## src/hw/rtl/ggte_pkg.sv

```systemverilog
// shared types, codes and the gf(2^128) multiply for the ghash tag engine
`default_nettype none

package ggte_pkg;

  // item kinds on the input tuser
  localparam logic [1:0] OP_AAD    = 2'd0;
  localparam logic [1:0] OP_TEXT   = 2'd1;
  localparam logic [1:0] OP_FINISH = 2'd2;
  localparam logic [1:0] OP_RSVD   = 2'd3;

  // configuration register indexes
  localparam logic [1:0] REG_HKEY_HI = 2'd0;
  localparam logic [1:0] REG_HKEY_LO = 2'd1;
  localparam logic [1:0] REG_MASK_HI = 2'd2;
  localparam logic [1:0] REG_MASK_LO = 2'd3;

  localparam int BLK_W   = 128;
  localparam int HALF_W  = 64;
  localparam int CNT_W   = 61;
  localparam int VB_W    = 5;
  localparam int BYTES   = 16;
  localparam int IN_TD_W = 136;
  localparam int OUT_TD_W = 256;

  localparam logic [VB_W-1:0] VB_FULL = 5'd16;

  // work item passed from front to back
  typedef struct packed {
    logic              fin;
    logic [BLK_W-1:0]  data;
  } ggte_item_t;

  // gcm bit order: bit 127 of the word holds the coefficient of x^0
  function automatic logic [BLK_W-1:0] gf128_mul(input logic [BLK_W-1:0] a,
                                                 input logic [BLK_W-1:0] b);
    logic [2*BLK_W-2:0] p;
    logic [BLK_W+6:0]   q;
    logic [BLK_W-1:0]   r;
    logic [BLK_W-1:0]   res;
    p = '0;
    // carry-less product, one xor tree per output coefficient
    for (int i = 0; i < BLK_W; i++) begin
      for (int j = 0; j < BLK_W; j++) begin
        p[i+j] = p[i+j] ^ (a[BLK_W-1-i] & b[BLK_W-1-j]);
      end
    end
    // first fold with x^128 = x^7 + x^2 + x + 1
    q = {7'b0, p[BLK_W-1:0]};
    for (int k = BLK_W; k < 2*BLK_W-1; k++) begin
      q[k-BLK_W]   = q[k-BLK_W]   ^ p[k];
      q[k-BLK_W+1] = q[k-BLK_W+1] ^ p[k];
      q[k-BLK_W+2] = q[k-BLK_W+2] ^ p[k];
      q[k-BLK_W+7] = q[k-BLK_W+7] ^ p[k];
    end
    // second fold of the few bits that spilled over
    r = q[BLK_W-1:0];
    for (int k = BLK_W; k < BLK_W+7; k++) begin
      r[k-BLK_W]   = r[k-BLK_W]   ^ q[k];
      r[k-BLK_W+1] = r[k-BLK_W+1] ^ q[k];
      r[k-BLK_W+2] = r[k-BLK_W+2] ^ q[k];
      r[k-BLK_W+7] = r[k-BLK_W+7] ^ q[k];
    end
    for (int i = 0; i < BLK_W; i++) begin
      res[BLK_W-1-i] = r[i];
    end
    return res;
  endfunction

endpackage

`default_nettype wire

```

## src/hw/rtl/ggte_queue.sv

```systemverilog
// two-entry queue between the front end and the hash back end
`default_nettype none

module ggte_queue import ggte_pkg::*; (
  input  wire logic        clk,
  input  wire logic        rst_n,
  input  wire logic        push,
  input  ggte_item_t       push_item,
  output logic             not_full,
  input  wire logic        pop,
  output logic             head_valid,
  output ggte_item_t       head_item
);

  ggte_item_t  ent_r [2];
  logic        wr_ptr_r, wr_ptr_nxt;
  logic        rd_ptr_r, rd_ptr_nxt;
  logic [1:0]  cnt_r, cnt_nxt;

  assign not_full   = (cnt_r != 2'd2);
  assign head_valid = (cnt_r != 2'd0);
  assign head_item  = ent_r[rd_ptr_r];

  // pointer and fill bookkeeping
  always_comb begin
    wr_ptr_nxt = wr_ptr_r;
    rd_ptr_nxt = rd_ptr_r;
    cnt_nxt    = cnt_r;
    if (push) wr_ptr_nxt = ~wr_ptr_r;
    if (pop)  rd_ptr_nxt = ~rd_ptr_r;
    priority if (push && !pop) begin
      cnt_nxt = cnt_r + 2'd1;
    end else if (pop && !push) begin
      cnt_nxt = cnt_r - 2'd1;
    end
  end

  always_ff @(posedge clk) begin
    if (!rst_n) begin
      wr_ptr_r <= 1'b0;
      rd_ptr_r <= 1'b0;
      cnt_r    <= 2'd0;
    end else begin
      wr_ptr_r <= wr_ptr_nxt;
      rd_ptr_r <= rd_ptr_nxt;
      cnt_r    <= cnt_nxt;
    end
  end

  // entry storage
  always_ff @(posedge clk) begin
    if (push) ent_r[wr_ptr_r] <= push_item;
  end

endmodule

`default_nettype wire

```

## config.mk

```make
export PLATFORM = sky130hd
export DESIGN_NAME = ggte_queue
export DESIGN_NICKNAME = d
export VERILOG_FILES = /design/src/hw/rtl/ggte_pkg.sv /design/src/hw/rtl/ggte_queue.sv
export SDC_FILE = /design/constraint.sdc
export NUM_CORES = 1
export LEC_CHECK = 0
export BUFFER_PORTS_ARGS = -buffer_cell sky130_fd_sc_hd__buf_2
export CORE_AREA = 2 2 141 130
export DETAILED_ROUTE_END_ITERATION = 12
export DIE_AREA = 0 0 143 132
export HOLD_SLACK_MARGIN = 0.02
export PLACE_DENSITY = 0.87
export SYNTH_ARGS = -nofsm -noshare
export SYNTH_HDL_FRONTEND = slang
export SYNTH_SLANG_ARGS = --single-unit
```

## constraint.sdc

```tcl
create_clock -name clk -period 13.35 [get_ports clk]
set_input_delay 1.335 -clock clk [delete_from_list [all_inputs] [get_ports clk]]
set_output_delay 1.335 -clock clk [all_outputs]
set_load 0.01 [all_outputs]
```

==> results of run 1 <==
-- cell families (layout without fill, tap and decap cells) --
family / after synthesis / after routing / synth area share [%]
and+or+nand+nor: 9 / 9 / 0.588
xor gates and xnor gates: 3 / 3 / 0.275
DFF: 263 / 263 / 82.0
adders and majority gates: 1 / 1 / 0.131
AOI/OAI and AO/OA: 3 / 3 / 0.209
muxes: 129 / 129 / 15.2
buffers and inverters: 15 / 317 / 1.62
-- layout make-up --
cell class,instances,area [um^2],share of cell area [%]
flip-flops and latches,263,7850,65.8
multi-input cells,145,1580,13.2
repair buffers,267,1350,11.3
clock buffers,35,706,5.91
well taps,240,300,2.52
clock inverters,14,148,1.24
inverters,1,3.75,0.0315
-- through the flow --
| step | power (mW) | util, % | hold WS (ns) |
|---|---|---|---|
| CTS | 1.88 | 68.9 | 0.512 |
| global placement | 1.16 | 64.0 | 0.478 |
| global route | 1.93 | 68.9 | 0.559 |
| detailed placement | 1.17 | 64.0 | 0.504 |
| floorplan | 1.09 | - | 0.466 |
| finish | 1.86 | 68.9 | 0.504 |
-- flip-flops by register name (all words and copies together) (netlist names), named ones only --
name and count:
cnt_r 2, ent_r 258, rd_ptr_r 1, wr_ptr_r 1
-- synthesized netlist by cell type (all sizes together) --
cell type,instances,share of area [%]
a21boi,1,0.078
and2,4,0.26
buf,14,1.6
dfxtp,5,1.0
edfxtp,258,81
ha,1,0.13
inv,1,0.039
mux2,129,15
nand2b,1,0.065
nor2b,2,0.13
o21a,1,0.078
o21ai,1,0.052
or2,1,0.065
or3,1,0.065
xnor2,1,0.092
xor2,2,0.18
-- path summary, 6_finish.rpt --
kind,startpoint,end,slack (ns),cells after the start
worst max-delay path,flip-flop,head_item[44],9.18,3
worst min-delay path,cnt_r[1]$_SDFFE_PN0P_,cnt_r[1]$_SDFFE_PN0P_,0.50,2
worst min register to register,cnt_r[1]$_SDFFE_PN0P_,cnt_r[1]$_SDFFE_PN0P_,0.50,2
worst max register to register,wr_ptr_r$_SDFFE_PN0P_,ent_r[1][27]$_DFFE_PP_,10.96,2
-- power groups by stage --
stage / Sequential, mW / Clock, mW / Combinational, mW
floorplan: 0.985 / 0 / 0.109
global placement: 0.988 / 0 / 0.169
detailed placement: 0.991 / 0 / 0.175
CTS: 0.974 / 0.730 / 0.176
global route: 0.977 / 0.761 / 0.187
finish: 0.973 / 0.713 / 0.174
-- layer usage --
| metal | share of wire, % | GRT usage [%] |
|---|---|---|
| met4 | 3.0 | 6.00 |
| met3 | 7.3 | 4.87 |
| met1 | 38 | 21.1 |
| met5 | 0.13 | 0 |
| met2 | 52 | 32.6 |
-- cells in the final DEF (no fill, tap or decap) --
master / count
buf_2: 263
edfxtp_1: 258
mux2_2: 129
clkbuf_16: 27
clkbuf_1: 8
clkinv_2: 6
dfxtp_1: 4
buf_4: 4
and2_1: 3
bufinv_16: 3
clkinv_1: 3
xor2_1: 2
or2_2: 1
and2_4: 1
inv_1: 1
nand2b_1: 1
nor2b_4: 1
xnor2_1: 1
nor2b_1: 1
o21a_1: 1
o21ai_0: 1
or3_1: 1
a21boi_1: 1
ha_1: 1
dfxtp_4: 1
inv_6: 1
clkinvlp_4: 1
-- worst max-delay path, stage by stage, from the launching register on --
cell and delay [ns]:
dfxtp_4 0.86, buf_4 0.77, mux2_2 0.44, buf_2 0.15
==> results.toml, run 1 <==
[route]
vias = 4879
drt_iter0_drc = 249
viasPerCell = 5.06
ant_nets = 0
wl_per_cell_um = 18.4
drc = 0
drt-total-wl_mm = 17.7
drt_first_pass_iters = 4

[sta]
max_freq_ghz = 0.240
hold_violations = 0
worst_pin_slew_ns = 1.04
relSlewSlack_pct = 30.3
timing.final.crit_period_ns = 4.17
slew_violations = 0
setup_slack_ns = 9.18
clock_skew_ns = 0.0156
fin_setup_tns_ns = 0
setup_violations = 0
rsz0062_at_grt = "no"
fin_crit_sh_pct = 31.2

[placed_design]
portBuffers = 263
dpl.hpwl_mm = 11.6
place_ws_ns = 9.67
place_area_mm2 = 0.0111
place_inst = 916
place_congestion = 0.746

[synthesis]
syn_inst = 423
syn_area_per_cell_um2 = 22.6
synth_nets = 557
ys_types = 17
yosysWarnings = 0
synth_area_mm2 = 0.00957
yosysSeqAreaShare_pct = 82.0
ys_ff_latch = 263

[floorplan]
pin_count = 264
initial_core_util_pct = 55.2
core_mm2 = 0.0173
dieArea_mm2 = 0.0189
die_w_um = 143
rows = 46
die_h_um = 132

[global_route]
grt_first_pass_wirelength_mm = 26.7
grt_util_all_layers_pct = 18.2
grt_start_max_net_pins = 77
antenna_found_initial = 2
overflow = 0
grt_pass1_vias = 5275

[setup_path]
required_ns = 12.02
crit_fanout = 66
critPathArrivalTime_ns = 2.83
end_kind = "output port"
start_kind = "flip-flop"
worstSetupPathType = "flip-flop to output port"

[pwr]
ir_drop_uv = 163
power.internal_mw = 1.47
combPwrFrac_pct = 9.3
clkPwrFrac_pct = 38.4
p_leak_nw = 4.48
p_sw_uw = 390
swShare_pct = 20.9
pwr-share-seq_pct = 52.3
power.density_mw_per_mm2 = 156

[outcome]
status = "finished, final reports clean"

[finish]
fillerInstances = 1115
stdcell_count = 965
drive_gt1_share_pct = 60.4
area_growth_pct = 24.7
stdcell_area_mm2 = 0.0119
antenna_cells = 0
nNetsFinal = 839

[clocking]
clockBufferDepth = 3
ctsResizeCount = 0
cts-buffers-inserted = 27
post_cts_buffers = 0
cts_tree = "done"
insertion_delay_ns = 0.51
clock_sinks = 263
htree_levels = 1
ctsHoldBuffers = 0
cts_root_buffer = "clkbuf_16"
clk_pin_slew_worst_paths_ns = 0.06

[worst_hold_path]
hold_class = "flip-flop to flip-flop"

[flow_run]
drv_cap = 0
(Power assumes the default switching activity.)
==> run 2: changes to the inputs <==
--- a/config.mk
+++ b/config.mk
@@ -6,11 +6,11 @@
 export NUM_CORES = 1
 export LEC_CHECK = 0
 export BUFFER_PORTS_ARGS = -buffer_cell sky130_fd_sc_hd__buf_2
-export CORE_AREA = 2 2 141 130
+export CORE_AREA = 2 2 154 141
 export DETAILED_ROUTE_END_ITERATION = 12
-export DIE_AREA = 0 0 143 132
+export DIE_AREA = 0 0 156 143
 export HOLD_SLACK_MARGIN = 0.02
-export PLACE_DENSITY = 0.87
+export PLACE_DENSITY = 0.79
 export SYNTH_ARGS = -nofsm -noshare
 export SYNTH_HDL_FRONTEND = slang
 export SYNTH_SLANG_ARGS = --single-unit
==> constraint.sdc (replaced) <==
create_clock -name clk -period 3.7 [get_ports clk]
set_input_delay 0.37 -clock clk [delete_from_list [all_inputs] [get_ports clk]]
set_output_delay 0.37 -clock clk [all_outputs]
set_load 0.01 [all_outputs]
==> results.toml, run 2 (synthesized netlist as in run 1, its figures left out) <==
[setup_path]
crit_family = "flip-flops"
rrSetupSlack_ns = 1.98
start_kind = "flip-flop"
reg2reg_depth = 2
max_stage_delay_ns = 0.65
path_buf_inv = 2
crit_fanout = 36
cp_slowest_cell = "dfxtp_4"
worstSetupPathType = "flip-flop to output port"
required_ns = 3.33
r2r-start = "wr_ptr_r$_SDFFE_PN0P_"
r2r-end = "ent_r[1][94]$_DFFE_PP_"
critPathArrivalTime_ns = 2.25
cp_cell_sequence = "buf_4 -> mux2_2 -> buf_2"
end_kind = "output port"
cp.depth = 3

[floorplan]
initial_core_util_pct = 46.5
dieArea_mm2 = 0.0223
core_mm2 = 0.0206
rows = 50
die_h_um = 143
die_w_um = 156
pin_count = 264

[finish]
drive_gt1_share_pct = 56.7
reg_top3 = "ent_r x258, cnt_r x2"
area_growth_pct = 29.1
final_common_cell = "buf_2"
layout_common_cells = "buf_2 (263), edfxtp_1 (258), mux2_2 (129)"
largest_reg_flops = 258
nNetsFinal = 880
stdcell_area_mm2 = 0.0124
regMostFlops = "ent_r"

[clocking]
clockBufferDepth = 3
clk_pin_slew_worst_paths_ns = 0.06
cts_root_buffer = "clkbuf_16"
insertion_delay_ns = 0.51
cts_tree = "done"
cts-buffers-inserted = 26
clock_sinks = 263
htree_levels = 1

[sta]
timing.final.crit_period_ns = 2.62
fin_crit_sh_pct = 70.8
max_freq_ghz = 0.382
relSlewSlack_pct = 46.2
slew_violations = 0
rsz0062_at_grt = "no"
worst_pin_slew_ns = 0.808
setup_violations = 0
hold_violations = 0
fin_setup_tns_ns = 0
clock_skew_ns = 0.00822

[route]
viasPerCell = 4.92
wl_per_cell_um = 17.9
ant_nets = 0
drt_first_pass_iters = 4
vias = 5047
drc = 0
drt_iter0_drc = 239
drt-total-wl_mm = 18.3

[worst_hold_path]
hold_depth = 1
min_to = "ent_r[0][116]$_DFFE_PP_"
hp-start = "push_item[116]"
hold_class = "input pin to flip-flop"

[global_route]
antenna_found_initial = 2
grt_util_all_layers_pct = 15.8
grt_start_max_net_pins = 131
grt_use_met2_pct = 27.7
overflow = 0
grt.met3_usage_pct = 4.98
grt-busiest-layer = "met2"
met1_usage_pct = 18.1
grt_first_pass_wirelength_mm = 27.3
grt_pass1_vias = 5356

[pwr]
p_leak_nw = 4.64
ir_drop_uv = 402
power.density_mw_per_mm2 = 535
power_mw = 6.61

[outcome]
status = "finished, final reports clean"

[flow_run]
drv_cap = 0

[placed_design]
place_congestion = 0.755
dpl.hpwl_mm = 11.6
portBuffers = 263
place_area_mm2 = 0.0111
==> run 2: changes by cell type in the layout (fill, tap and decap cells not counted), moves of 2 or more <==
cell,before,now
buf_4,4,2
bufinv_16,3,1
clkbuf_1,8,10
clkinv_2,6,4
buf_12,0,3
dlygate4sd3_1,0,41
==> run 2: timing repair <==
action / 4_1_cts / 5_1_grt
hold buffers: 41 / 0
buffers inserted: 0 / 0
gates resized for setup: 0 / 0
endpoints found under the hold margin: 77 / 0
==> run 2: stage by stage <==
stage,setup slack [ns],hold WS [ns],utilization (%),std cells
finish,1.08,0.0454,60.0,1026
global placement,1.64,0.478,54.2,937
floorplan,0.948,0.466,-,423
CTS,1.03,0.0203,60.0,1025
detailed placement,1.57,0.493,54.2,937
global route,0.954,0.0219,60.0,1026
==> run 2: how the worst max path moves through the flow <==
stage | endpoint | slack, ns | start
after global placement | head_item[24] | 1.64 | flip-flop
final | head_item[88] | 1.08 | flip-flop
after global routing | head_item[118] | 0.95 | flip-flop
after detailed placement | head_item[88] | 1.57 | flip-flop
after CTS | head_item[88] | 1.03 | flip-flop
after floorplan | ent_r[0][0]$_DFFE_PP_ | 0.95 | push
==> run 2: final cells by class <==
cell class	instances	area [um^2]
timing repair buffer	309	1800
antenna	1	2.50
fill	1509	8230
sequential	263	7850
multi-input combinational	145	1580
inverter	1	3.75
clock buffer	38	727
clock inverter	9	65.1
tap	260	325
==> run 2: worst reg2reg max path: cells and delay by family (launching register included) <==
| kind | cells | cell delay (ns) |
|---|---|---|
| and+or+nand+nor | 1 | 0.51 |
| DFF | 1 | 0.38 |
| buffers and inverters | 1 | 0.47 |
==> run 2: where the power goes <==
group | switching (mW) | internal (mW) | total [mW]
clock | 1.02 | 1.42 | 2.44
sequential | 0.0520 | 3.45 | 3.50
combinational | 0.337 | 0.340 | 0.677
total | 1.40 | 5.21 | 6.61
==> run 2: routing by layer <==
metal / up-vias / share of wire, %
met5: - / 0.038
met2: 203 / 51
met1: 2466 / 38
met3: 46 / 8.1
li1: 2330 / -
met4: 2 / 3.1
