$ cat src/hw/rtl/ggte_pkg.sv
// shared types, codes and the gf(2^128) multiply for the ghash tag engine
`default_nettype none

package ggte_pkg;

  // item kinds on the input tuser
  localparam logic [1:0] OP_AAD    = 2'd0;
  localparam logic [1:0] OP_TEXT   = 2'd1;
  localparam logic [1:0] OP_FINISH = 2'd2;
  localparam logic [1:0] OP_RSVD   = 2'd3;

  // configuration register indexes
  localparam logic [1:0] REG_HKEY_HI = 2'd0;
  localparam logic [1:0] REG_HKEY_LO = 2'd1;
  localparam logic [1:0] REG_MASK_HI = 2'd2;
  localparam logic [1:0] REG_MASK_LO = 2'd3;

  localparam int BLK_W   = 128;
  localparam int HALF_W  = 64;
  localparam int CNT_W   = 61;
  localparam int VB_W    = 5;
  localparam int BYTES   = 16;
  localparam int IN_TD_W = 136;
  localparam int OUT_TD_W = 256;

  localparam logic [VB_W-1:0] VB_FULL = 5'd16;

  // work item passed from front to back
  typedef struct packed {
    logic              fin;
    logic [BLK_W-1:0]  data;
  } ggte_item_t;

  // gcm bit order: bit 127 of the word holds the coefficient of x^0
  function automatic logic [BLK_W-1:0] gf128_mul(input logic [BLK_W-1:0] a,
                                                 input logic [BLK_W-1:0] b);
    logic [2*BLK_W-2:0] p;
    logic [BLK_W+6:0]   q;
    logic [BLK_W-1:0]   r;
    logic [BLK_W-1:0]   res;
    p = '0;
    // carry-less product, one xor tree per output coefficient
    for (int i = 0; i < BLK_W; i++) begin
      for (int j = 0; j < BLK_W; j++) begin
        p[i+j] = p[i+j] ^ (a[BLK_W-1-i] & b[BLK_W-1-j]);
      end
    end
    // first fold with x^128 = x^7 + x^2 + x + 1
    q = {7'b0, p[BLK_W-1:0]};
    for (int k = BLK_W; k < 2*BLK_W-1; k++) begin
      q[k-BLK_W]   = q[k-BLK_W]   ^ p[k];
      q[k-BLK_W+1] = q[k-BLK_W+1] ^ p[k];
      q[k-BLK_W+2] = q[k-BLK_W+2] ^ p[k];
      q[k-BLK_W+7] = q[k-BLK_W+7] ^ p[k];
    end
    // second fold of the few bits that spilled over
    r = q[BLK_W-1:0];
    for (int k = BLK_W; k < BLK_W+7; k++) begin
      r[k-BLK_W]   = r[k-BLK_W]   ^ q[k];
      r[k-BLK_W+1] = r[k-BLK_W+1] ^ q[k];
      r[k-BLK_W+2] = r[k-BLK_W+2] ^ q[k];
      r[k-BLK_W+7] = r[k-BLK_W+7] ^ q[k];
    end
    for (int i = 0; i < BLK_W; i++) begin
      res[BLK_W-1-i] = r[i];
    end
    return res;
  endfunction

endpackage

`default_nettype wire

$ cat src/hw/rtl/ggte_front.sv
// front end: accepts words, pads short blocks, keeps byte counts, builds length block
`default_nettype none

module ggte_front import ggte_pkg::*; (
  input  wire logic                 clk,
  input  wire logic                 rst_n,
  input  wire logic                 in_tvalid,
  output logic                      in_tready,
  input  wire logic [IN_TD_W-1:0]   in_tdata,   // block_high, block_low, valid_bytes
  input  wire logic [1:0]           in_tuser,   // op
  input  wire logic                 q_ready,
  output logic                      q_push,
  output ggte_item_t                q_item
);

  logic [CNT_W-1:0]  aad_cnt_r, aad_cnt_nxt;
  logic [CNT_W-1:0]  txt_cnt_r, txt_cnt_nxt;
  logic              accept;
  logic [VB_W-1:0]   vb_raw;
  logic [VB_W-1:0]   vb;
  logic [BLK_W-1:0]  blk;
  logic [BLK_W-1:0]  byte_mask;

  assign in_tready = q_ready;
  assign accept    = in_tvalid & q_ready;

  // byte 0 is the top byte of block_high
  assign blk    = {in_tdata[63:0], in_tdata[127:64]};
  assign vb_raw = in_tdata[132:128];
  assign vb     = (vb_raw > VB_FULL) ? VB_FULL : vb_raw;

  // leading-byte mask for padding
  always_comb begin
    for (int b = 0; b < BYTES; b++) begin
      byte_mask[BLK_W-1-8*b -: 8] = {8{(VB_W'(b) < vb)}};
    end
  end

  // classify the word and update the counts
  always_comb begin
    aad_cnt_nxt = aad_cnt_r;
    txt_cnt_nxt = txt_cnt_r;
    q_push      = 1'b0;
    q_item.fin  = 1'b0;
    q_item.data = blk & byte_mask;
    unique case (in_tuser)
      OP_AAD: begin
        q_push = accept;
        if (accept) aad_cnt_nxt = aad_cnt_r + {{(CNT_W-VB_W){1'b0}}, vb};
      end
      OP_TEXT: begin
        q_push = accept;
        if (accept) txt_cnt_nxt = txt_cnt_r + {{(CNT_W-VB_W){1'b0}}, vb};
      end
      OP_FINISH: begin
        q_push      = accept;
        q_item.fin  = 1'b1;
        q_item.data = {aad_cnt_r, 3'b000, txt_cnt_r, 3'b000};
        if (accept) begin
          aad_cnt_nxt = '0;
          txt_cnt_nxt = '0;
        end
      end
      default: begin
        q_push = 1'b0;
      end
    endcase
  end

  // running byte counts
  always_ff @(posedge clk) begin
    if (!rst_n) begin
      aad_cnt_r <= '0;
      txt_cnt_r <= '0;
    end else begin
      aad_cnt_r <= aad_cnt_nxt;
      txt_cnt_r <= txt_cnt_nxt;
    end
  end

endmodule

`default_nettype wire

$ cat config.mk
export PLATFORM = sky130hd
export DESIGN_NAME = ggte_front
export DESIGN_NICKNAME = d
export VERILOG_FILES = /design/src/hw/rtl/ggte_pkg.sv /design/src/hw/rtl/ggte_front.sv
export SDC_FILE = /design/constraint.sdc
export NUM_CORES = 1
export LEC_CHECK = 0
export BUFFER_PORTS_ARGS = -buffer_cell sky130_fd_sc_hd__buf_2
export CORE_AREA = 4 4 112 135
export CTS_CLUSTER_SIZE = 10
export DETAILED_ROUTE_END_ITERATION = 12
export DIE_AREA = 0 0 116 139
export PLACE_DENSITY = 0.83
export SLEW_MARGIN = 20
export SYNTH_ARGS = -nofsm -noshare
export SYNTH_HDL_FRONTEND = slang
export SYNTH_SLANG_ARGS = --single-unit
$ cat constraint.sdc
create_clock -name clk -period 9.4 [get_ports clk]
set_clock_uncertainty 0.1 [all_clocks]
set_input_delay 0.94 -clock clk [delete_from_list [all_inputs] [get_ports clk]]
set_output_delay 0.94 -clock clk [all_outputs]
set_load 0.02 [all_outputs]
==> key figures, run 1 <==
Synth
  • Synth cell types: 51
  • Sequential fraction of the synthesis area: 33.41%
  • Synth async-reset ratio: 0%
  • Post-synth top area share: 33.41%
  • Mapped Area: 7310 um2
  • Largest cells by area after synthesis: dfxtp_1 33%, a22o_1 13%, xor2_1 10%, nor2_1 6.6%, nand3_1 4.3%
  • Most used DFF post-synth: dfxtp_1
  • Post-synth EDFFs: 0
  • Synthesized instance count: 903
  • Syn Nets: 1057
  • Ys Warns: 0
  • Area leader, netlist: dfxtp_1
  • #FFs+latches synth: between 100 and 150
  • Mean Syn Cell Area: 8.095 um2

Die
  • Die Span Y: 139 um
  • Die area: about 16000 um2
  • Io pins: 273
  • Core Region: 13760 um2
  • Starting Density: 53.12%
  • Die W: approximately 120 um
  • FP Rows: 47

Layout
  • Nets: 1300
  • Antenna cells: 0
  • Synth-to-layout area growth: 27.66%
  • Register area: 2442 um2
  • Filler cell count: 1157
  • Area of the multi-input gates: 4624 um2
  • Proportion of layout cells with a drive suffix above 1: 27.40%

Global route
  • GRT met2 Usage: 46.07%
  • First-pass GRT wire length: approximately 35000 um
  • Most crowded layer after global routing: met2
  • Largest net degree at the start of global routing: 76
  • Vias in the first global route: 7314
  • GRT Overall Usage: 26.69%
  • GR Util met3: 3.885%
  • GR Overflow Total: 0
  • Initial antenna violation count: 0
  • Met1 Use GR: between 30 and 40%

Pwr
  • P_leak: 4.189 nW
  • Worst-case vdd ir drop: 0.00009479 V
  • Pwr/cell area: 144.9 nW/um2

CTS
  • Clock buffer depth: 2
  • Clk_lat worst skew: 410 ps
  • Postcts setup bufs: 0
  • Root Driver: clkbuf_16
  • Cts bufs inserted: 17
  • PostCTS Resize Cnt: 0
  • CTS tree: built
  • Number of H-tree levels: 4
  • Cts-stage hold buffer count: 0
  • Clk slew on worst S/H paths: about 50 ps
  • Clock Sinks: between 100 and 150

Routing
  • Via Count: 7716
  • Drt drc: 0
  • DR pass1 iterations: 5
  • Via density per instance: 5.810
  • WL/cell: ~16 um
  • Post-Route WL: 21850 um
  • Post-route ant nets: 0
  • 1st-iter DRT viols: 533

Hold path
  • Hold crit path type: register to register
  • Hold path depth: 2

Worst setup path
  • Crit end category: output pin
  • Slowest cell on crit path: a21oi_1
  • Top Family by Delay on Critical Path: buffers and inverters
  • Worst-path fanout max: 75
  • CP arrival: about 3400 ps
  • Register-to-Register Path Depth: 6
  • Worst path max stage delay: 790 ps
  • Kind of critical path: input port to output pin
  • CP Buf/Inv Count: 5
  • Critical Path RT: between 8000 and 9000 ps
  • CP Cell Sequence: buf_2 -> clkinv_1 -> nand2_1 -> inv_4 -> buf_4 -> a21oi_1 -> nand2_1 -> o21ai_0 -> buf_2
  • Crit start category: input port
  • Levels on crit path: 9

STA
  • Slew Limit Fails: 0
  • # setup viols final: 0
  • Fin crit share: 46.69%
  • Unrepaired setup endpoints after global routing: no
  • Fin Hold WS: 388.9 ps
  • Final hold violation count: 0
  • Slew @ Worst Pin: 894.0 ps
  • Post-route minimum period: 4389 ps
  • Max Freq: 227.8 MHz
  • Final TNS setup: 0 ps
  • Slew headroom: 40.40%

Placed design
  • Global placer's final weighted congestion: 0.8417
  • # port buffers: between 200 and 300
  • DP Wirelength: around 16000 um

Run
  • Max-cap viol count: 0

Run status
  • Status: finished clean
==> routing by layer <==
layer	vias up	part of all wire, %
li1	3759	-
met4	0	2.8
met2	299	50
met1	3611	41
met5	-	0
met3	47	6.4
==> layout make-up <==
type / count / area share, %
multi-input combinational: 710 / 49.56
sequential: 122 / 26.17
timing repair buffer: 279 / 15.23
clock buffer: 19 / 4.747
tap: 171 / 2.293
clock inverter: 11 / 1.327
inverter: 16 / 0.6704
==> synthesized netlist by cell type, types with 6 or more instances <==
cell type  instances
a21boi_0           6
a21oi_1           22
a22o_1           110
and2_1            12
and3_1            27
and4_1             9
clkbuf_1          53
dfxtp_1          122
ha_1              10
inv_1             15
nand2_1           59
nand3_1           63
nand4_1           50
nor2_1           128
nor2b_1           10
nor3_1            17
o21ai_0           20
o31ai_1            7
xnor2_1           26
xor2_1            87
==> kinds of logic after synthesis <==
family                     count (synthesis)  share of synthesized area [%]
adders and majority gates                 12                          2.260
buffers and inverters                     71                          3.714
DFF                                      122                          33.41
and+or+nand+nor                          401                          27.63
xor gates and xnor gates                 113                          13.54
AOI/OAI and AO/OA                        184                          19.45
==> worst paths after layout <==
kind / start / to / slack, ps
setup reg to reg: txt_cnt_r[6] / txt_cnt_r[40] / 6450
hold reg to reg: aad_cnt_r[3] / aad_cnt_r[3] / 390
setup / recovery: in_tuser[0] / q_item[50] / 5010
hold / removal: aad_cnt_r[3] / aad_cnt_r[3] / 390
==> report_power, final <==
part | total [mW] | internal, mW | switching, mW | leakage [nW]
Clock | 0.624 | 0.393 | 0.231 | 0.271
Sequential | 0.519 | 0.518 | 0.000893 | 0.982
Combinational | 0.209 | 0.0782 | 0.131 | 2.94
==> layout by cell type (no fill, tap or decap), types with 26 or more instances in the layout <==
master,synthesis,final
buf_2,1,269
nand3_1,63,63
xnor2_1,26,26
dfxtp_1,122,122
nand4_1,50,50
and3_1,27,27
xor2_1,87,87
a22o_1,110,110
nor2_1,128,128
nand2_1,59,59
==> worst register-to-register path, cell delays in order (launching register included) <==
cell and delay [ps]:
dfxtp_1 390, nand4_1 240, or4b_1 730, nor4_4 580, nand3_4 190, or4_1 500
a21oi_1 140
==> sequential cells by signal, summed over array words and instances (netlist names) <==
| name | cells |
|---|---|
| aad_cnt_r | 61 |
| txt_cnt_r | 61 |
==> metrics by stage <==
step,total power [mW],setup WS (ps),utilization [%],cell area (um2),instances
floorplan,0.6563,5687,-,7310,903
global placement,0.7375,5088,63.69,8765,1298
detailed placement,0.7396,5007,63.69,8765,1298
CTS,1.360,4995,67.81,9331,1328
global route,1.401,4759,67.81,9331,1328
finish,1.353,5011,67.81,9331,1328
Power figures use the tool's default switching activity.
==> run 2: changes to the inputs <==
--- a/config.mk
+++ b/config.mk
@@ -6,11 +6,11 @@
 export NUM_CORES = 1
 export LEC_CHECK = 0
 export BUFFER_PORTS_ARGS = -buffer_cell sky130_fd_sc_hd__buf_2
-export CORE_AREA = 4 4 112 135
+export CORE_AREA = 4 4 122 147
 export CTS_CLUSTER_SIZE = 10
 export DETAILED_ROUTE_END_ITERATION = 12
-export DIE_AREA = 0 0 116 139
-export PLACE_DENSITY = 0.83
+export DIE_AREA = 0 0 126 151
+export PLACE_DENSITY = 0.74
 export SLEW_MARGIN = 20
 export SYNTH_ARGS = -nofsm -noshare
 export SYNTH_HDL_FRONTEND = slang
==> constraint.sdc (replaced) <==
create_clock -name clk -period 3.6 [get_ports clk]
set_clock_uncertainty 0.1 [all_clocks]
set_input_delay 0.36 -clock clk [delete_from_list [all_inputs] [get_ports clk]]
set_output_delay 0.36 -clock clk [all_outputs]
set_load 0.02 [all_outputs]
==> run 2 against run 1 <==
Die area increased by 18%. First-iteration DRC count decreased by 16%. Design area increased by 1.7%. Clock power increased to 2.8 times the previous value. Global-route usage decreased by 4.5 points. Via count decreased by 0.41%. Core utilization decreased by 11 points. Combinational power increased to 2.7 times the previous value. Critical path depth decreased by 3. Worst setup slack got worse by 4300 ps. Largest cell class unchanged. Largest power group unchanged.
==> key figures, run 2 (synthesis results as in run 1) <==
Run status
  • Status: finished clean

Pwr
  • NetSw: a little over 1 mW
  • Clk pwr share: 47.4%
  • Worst-case vdd ir drop: 0.0002903 V
  • Int Power: 2.624 mW
  • Switch share: roughly 28%
  • Comb power frac: between 10% and 20%
  • Reg power frac: between 30 and 40%
  • P_leak: 4.239 nW
  • Pwr/cell area: 382.6 nW/um2

CTS
  • Clk_lat worst skew: around 400 ps
  • Cts-stage hold buffer count: 0
  • Root Driver: clkbuf_16
  • Number of H-tree levels: 4
  • CTS tree: built
  • Cts bufs inserted: 17
  • Clock buffer depth: 2
  • Clk slew on worst S/H paths: about 60 ps
  • Clock Sinks: 122
  • Postcts setup bufs: 0
  • PostCTS Resize Cnt: 0

STA
  • Slew @ Worst Pin: 873.1 ps
  • Final TNS setup: 0 ps
  • Fin Hold WS: around 210 ps
  • Final hold violation count: 0
  • Fin crit share: 80.67%
  • # setup viols final: 0
  • Unrepaired setup endpoints after global routing: no
  • Slew Limit Fails: 0
  • Slew headroom: between 40% and 50%
  • Max Freq: approximately 340 MHz
  • Post-route minimum period: 2904 ps
  • Setup ws final: 695.9 ps

Routing
  • 1st-iter DRT viols: 448
  • WL/cell: roughly 16 um
  • Via density per instance: about 5.6
  • DR pass1 iterations: 6
  • Post-Route WL: 22400 um
  • Drt drc: 0
  • Post-route ant nets: 0
  • Via Count: ~7700

Layout
  • Area of the multi-input gates: 4624 um2
  • Nets: 1308
  • Register area: 2442 um2
  • Antenna cells: 0
  • Synth-to-layout area growth: 29.82%
  • Largest registers: aad_cnt_r: 61 flops, txt_cnt_r: 61 flops
  • Proportion of layout cells with a drive suffix above 1: between 20% and 30%
  • Most common cell after layout, fill and taps aside: buf_2
  • Fin util: 56.97%
  • Filler cell count: 1582
  • Post-route insts no fill: 1383
  • Most frequent cells in the layout: 269 x buf_2, 128 x nor2_1, 122 x dfxtp_1

Worst setup path
  • CP Launch Point: txt_cnt_r[6]
  • Critical Path RT: 3830 ps
  • CP Cell Sequence: nand4_1 -> or4b_1 -> nor4_4 -> nand3_4 -> or4_1 -> a21oi_1
  • Crit start category: register
  • CP arrival: 3130 ps
  • Crit end category: register
  • Worst path max stage delay: 700 ps
  • Slowest cell on crit path: or4b_1
  • Kind of critical path: register to register
  • Worst-path fanout max: 8
  • Worst r2r src: txt_cnt_r[6]

Die
  • Core Region: 16660 um2
  • Die Span Y: 151 um
  • Die area: 19030 um2
  • FP Rows: 52
  • Die W: 126 um
  • Starting Density: 43.89%
  • Io pins: approximately 270

Placed design
  • Placement Setup Slack: ~410 ps
  • DP Wirelength: approximately 16000 um
  • Placed cells: 1351
  • Global placer's final weighted congestion: 0.8285
  • # port buffers: 269

Global route
  • First-pass GRT wire length: 35000 um
  • Vias in the first global route: roughly 7000
  • Initial antenna violation count: 0
  • GR Overflow Total: 0
  • Largest net degree at the start of global routing: 57
  • GRT Overall Usage: 22.18%

Hold path
  • Worst Min Path Start: rst_n
  • Hold crit path type: input port to register

Run
  • Max-cap viol count: 0
## run 2: cell types whose count changed in the layout (fill, tap and decap cells not counted)
cell,previous run,this run
buf_12,0,1
buf_4,10,17
clkbuf_1,1,0
clkbuf_8,1,2
clkinv_2,3,2
clkinv_4,2,1
clkinvlp_4,3,5
inv_6,1,3
## run 2: per-layer routing
layer | global-route usage [%] | share of wire (%)
met2 | 38.66 | 50
met3 | 4.021 | 6.2
met1 | 27.44 | 42
met4 | 8.155 | 2.2
met5 | 0 | 0
## run 2: final timing paths
path | to | slack, ps | cells after the start
worst min-delay path | aad_cnt_r[2] | 210 | 2
worst min register to register | aad_cnt_r[0] | 390 | 2
worst max register to register | txt_cnt_r[40] | 700 | 6
worst max-delay path | txt_cnt_r[40] | 700 | 6
## run 2: power by group through the flow
stage,clock network (mW),logic [mW],registers (mW)
after floorplan,0,0.331,1.38
after global placement,0,0.554,1.38
after detailed placement,0,0.557,1.38
after CTS,1.74,0.560,1.35
after global routing,1.81,0.599,1.35
final,1.72,0.557,1.35
## run 2: worst max-delay path, delay by kind of cell (launching register included)
kind	cells	cell delay (ps)
and+or+nand+nor	5	2140
AOI/OAI and AO/OA	1	160
DFF	1	410
## run 2: through the flow
step                      cell area [um2]  power [mW]
after floorplan                      7310       1.714
after global placement               8894       1.938
after detailed placement             8894       1.941
after CTS                            9489       3.654
after global routing                 9489       3.760
final                                9489       3.631
## run 2: final cells by class
type,count,share of cell area [%]
Tap cell,216,2.848
Multi-Input combinational cell,710,48.73
Sequential cell,122,25.74
Timing Repair Buffer,287,15.74
Clock buffer,19,4.773
Inverter,16,0.6593
Clock inverter,13,1.503
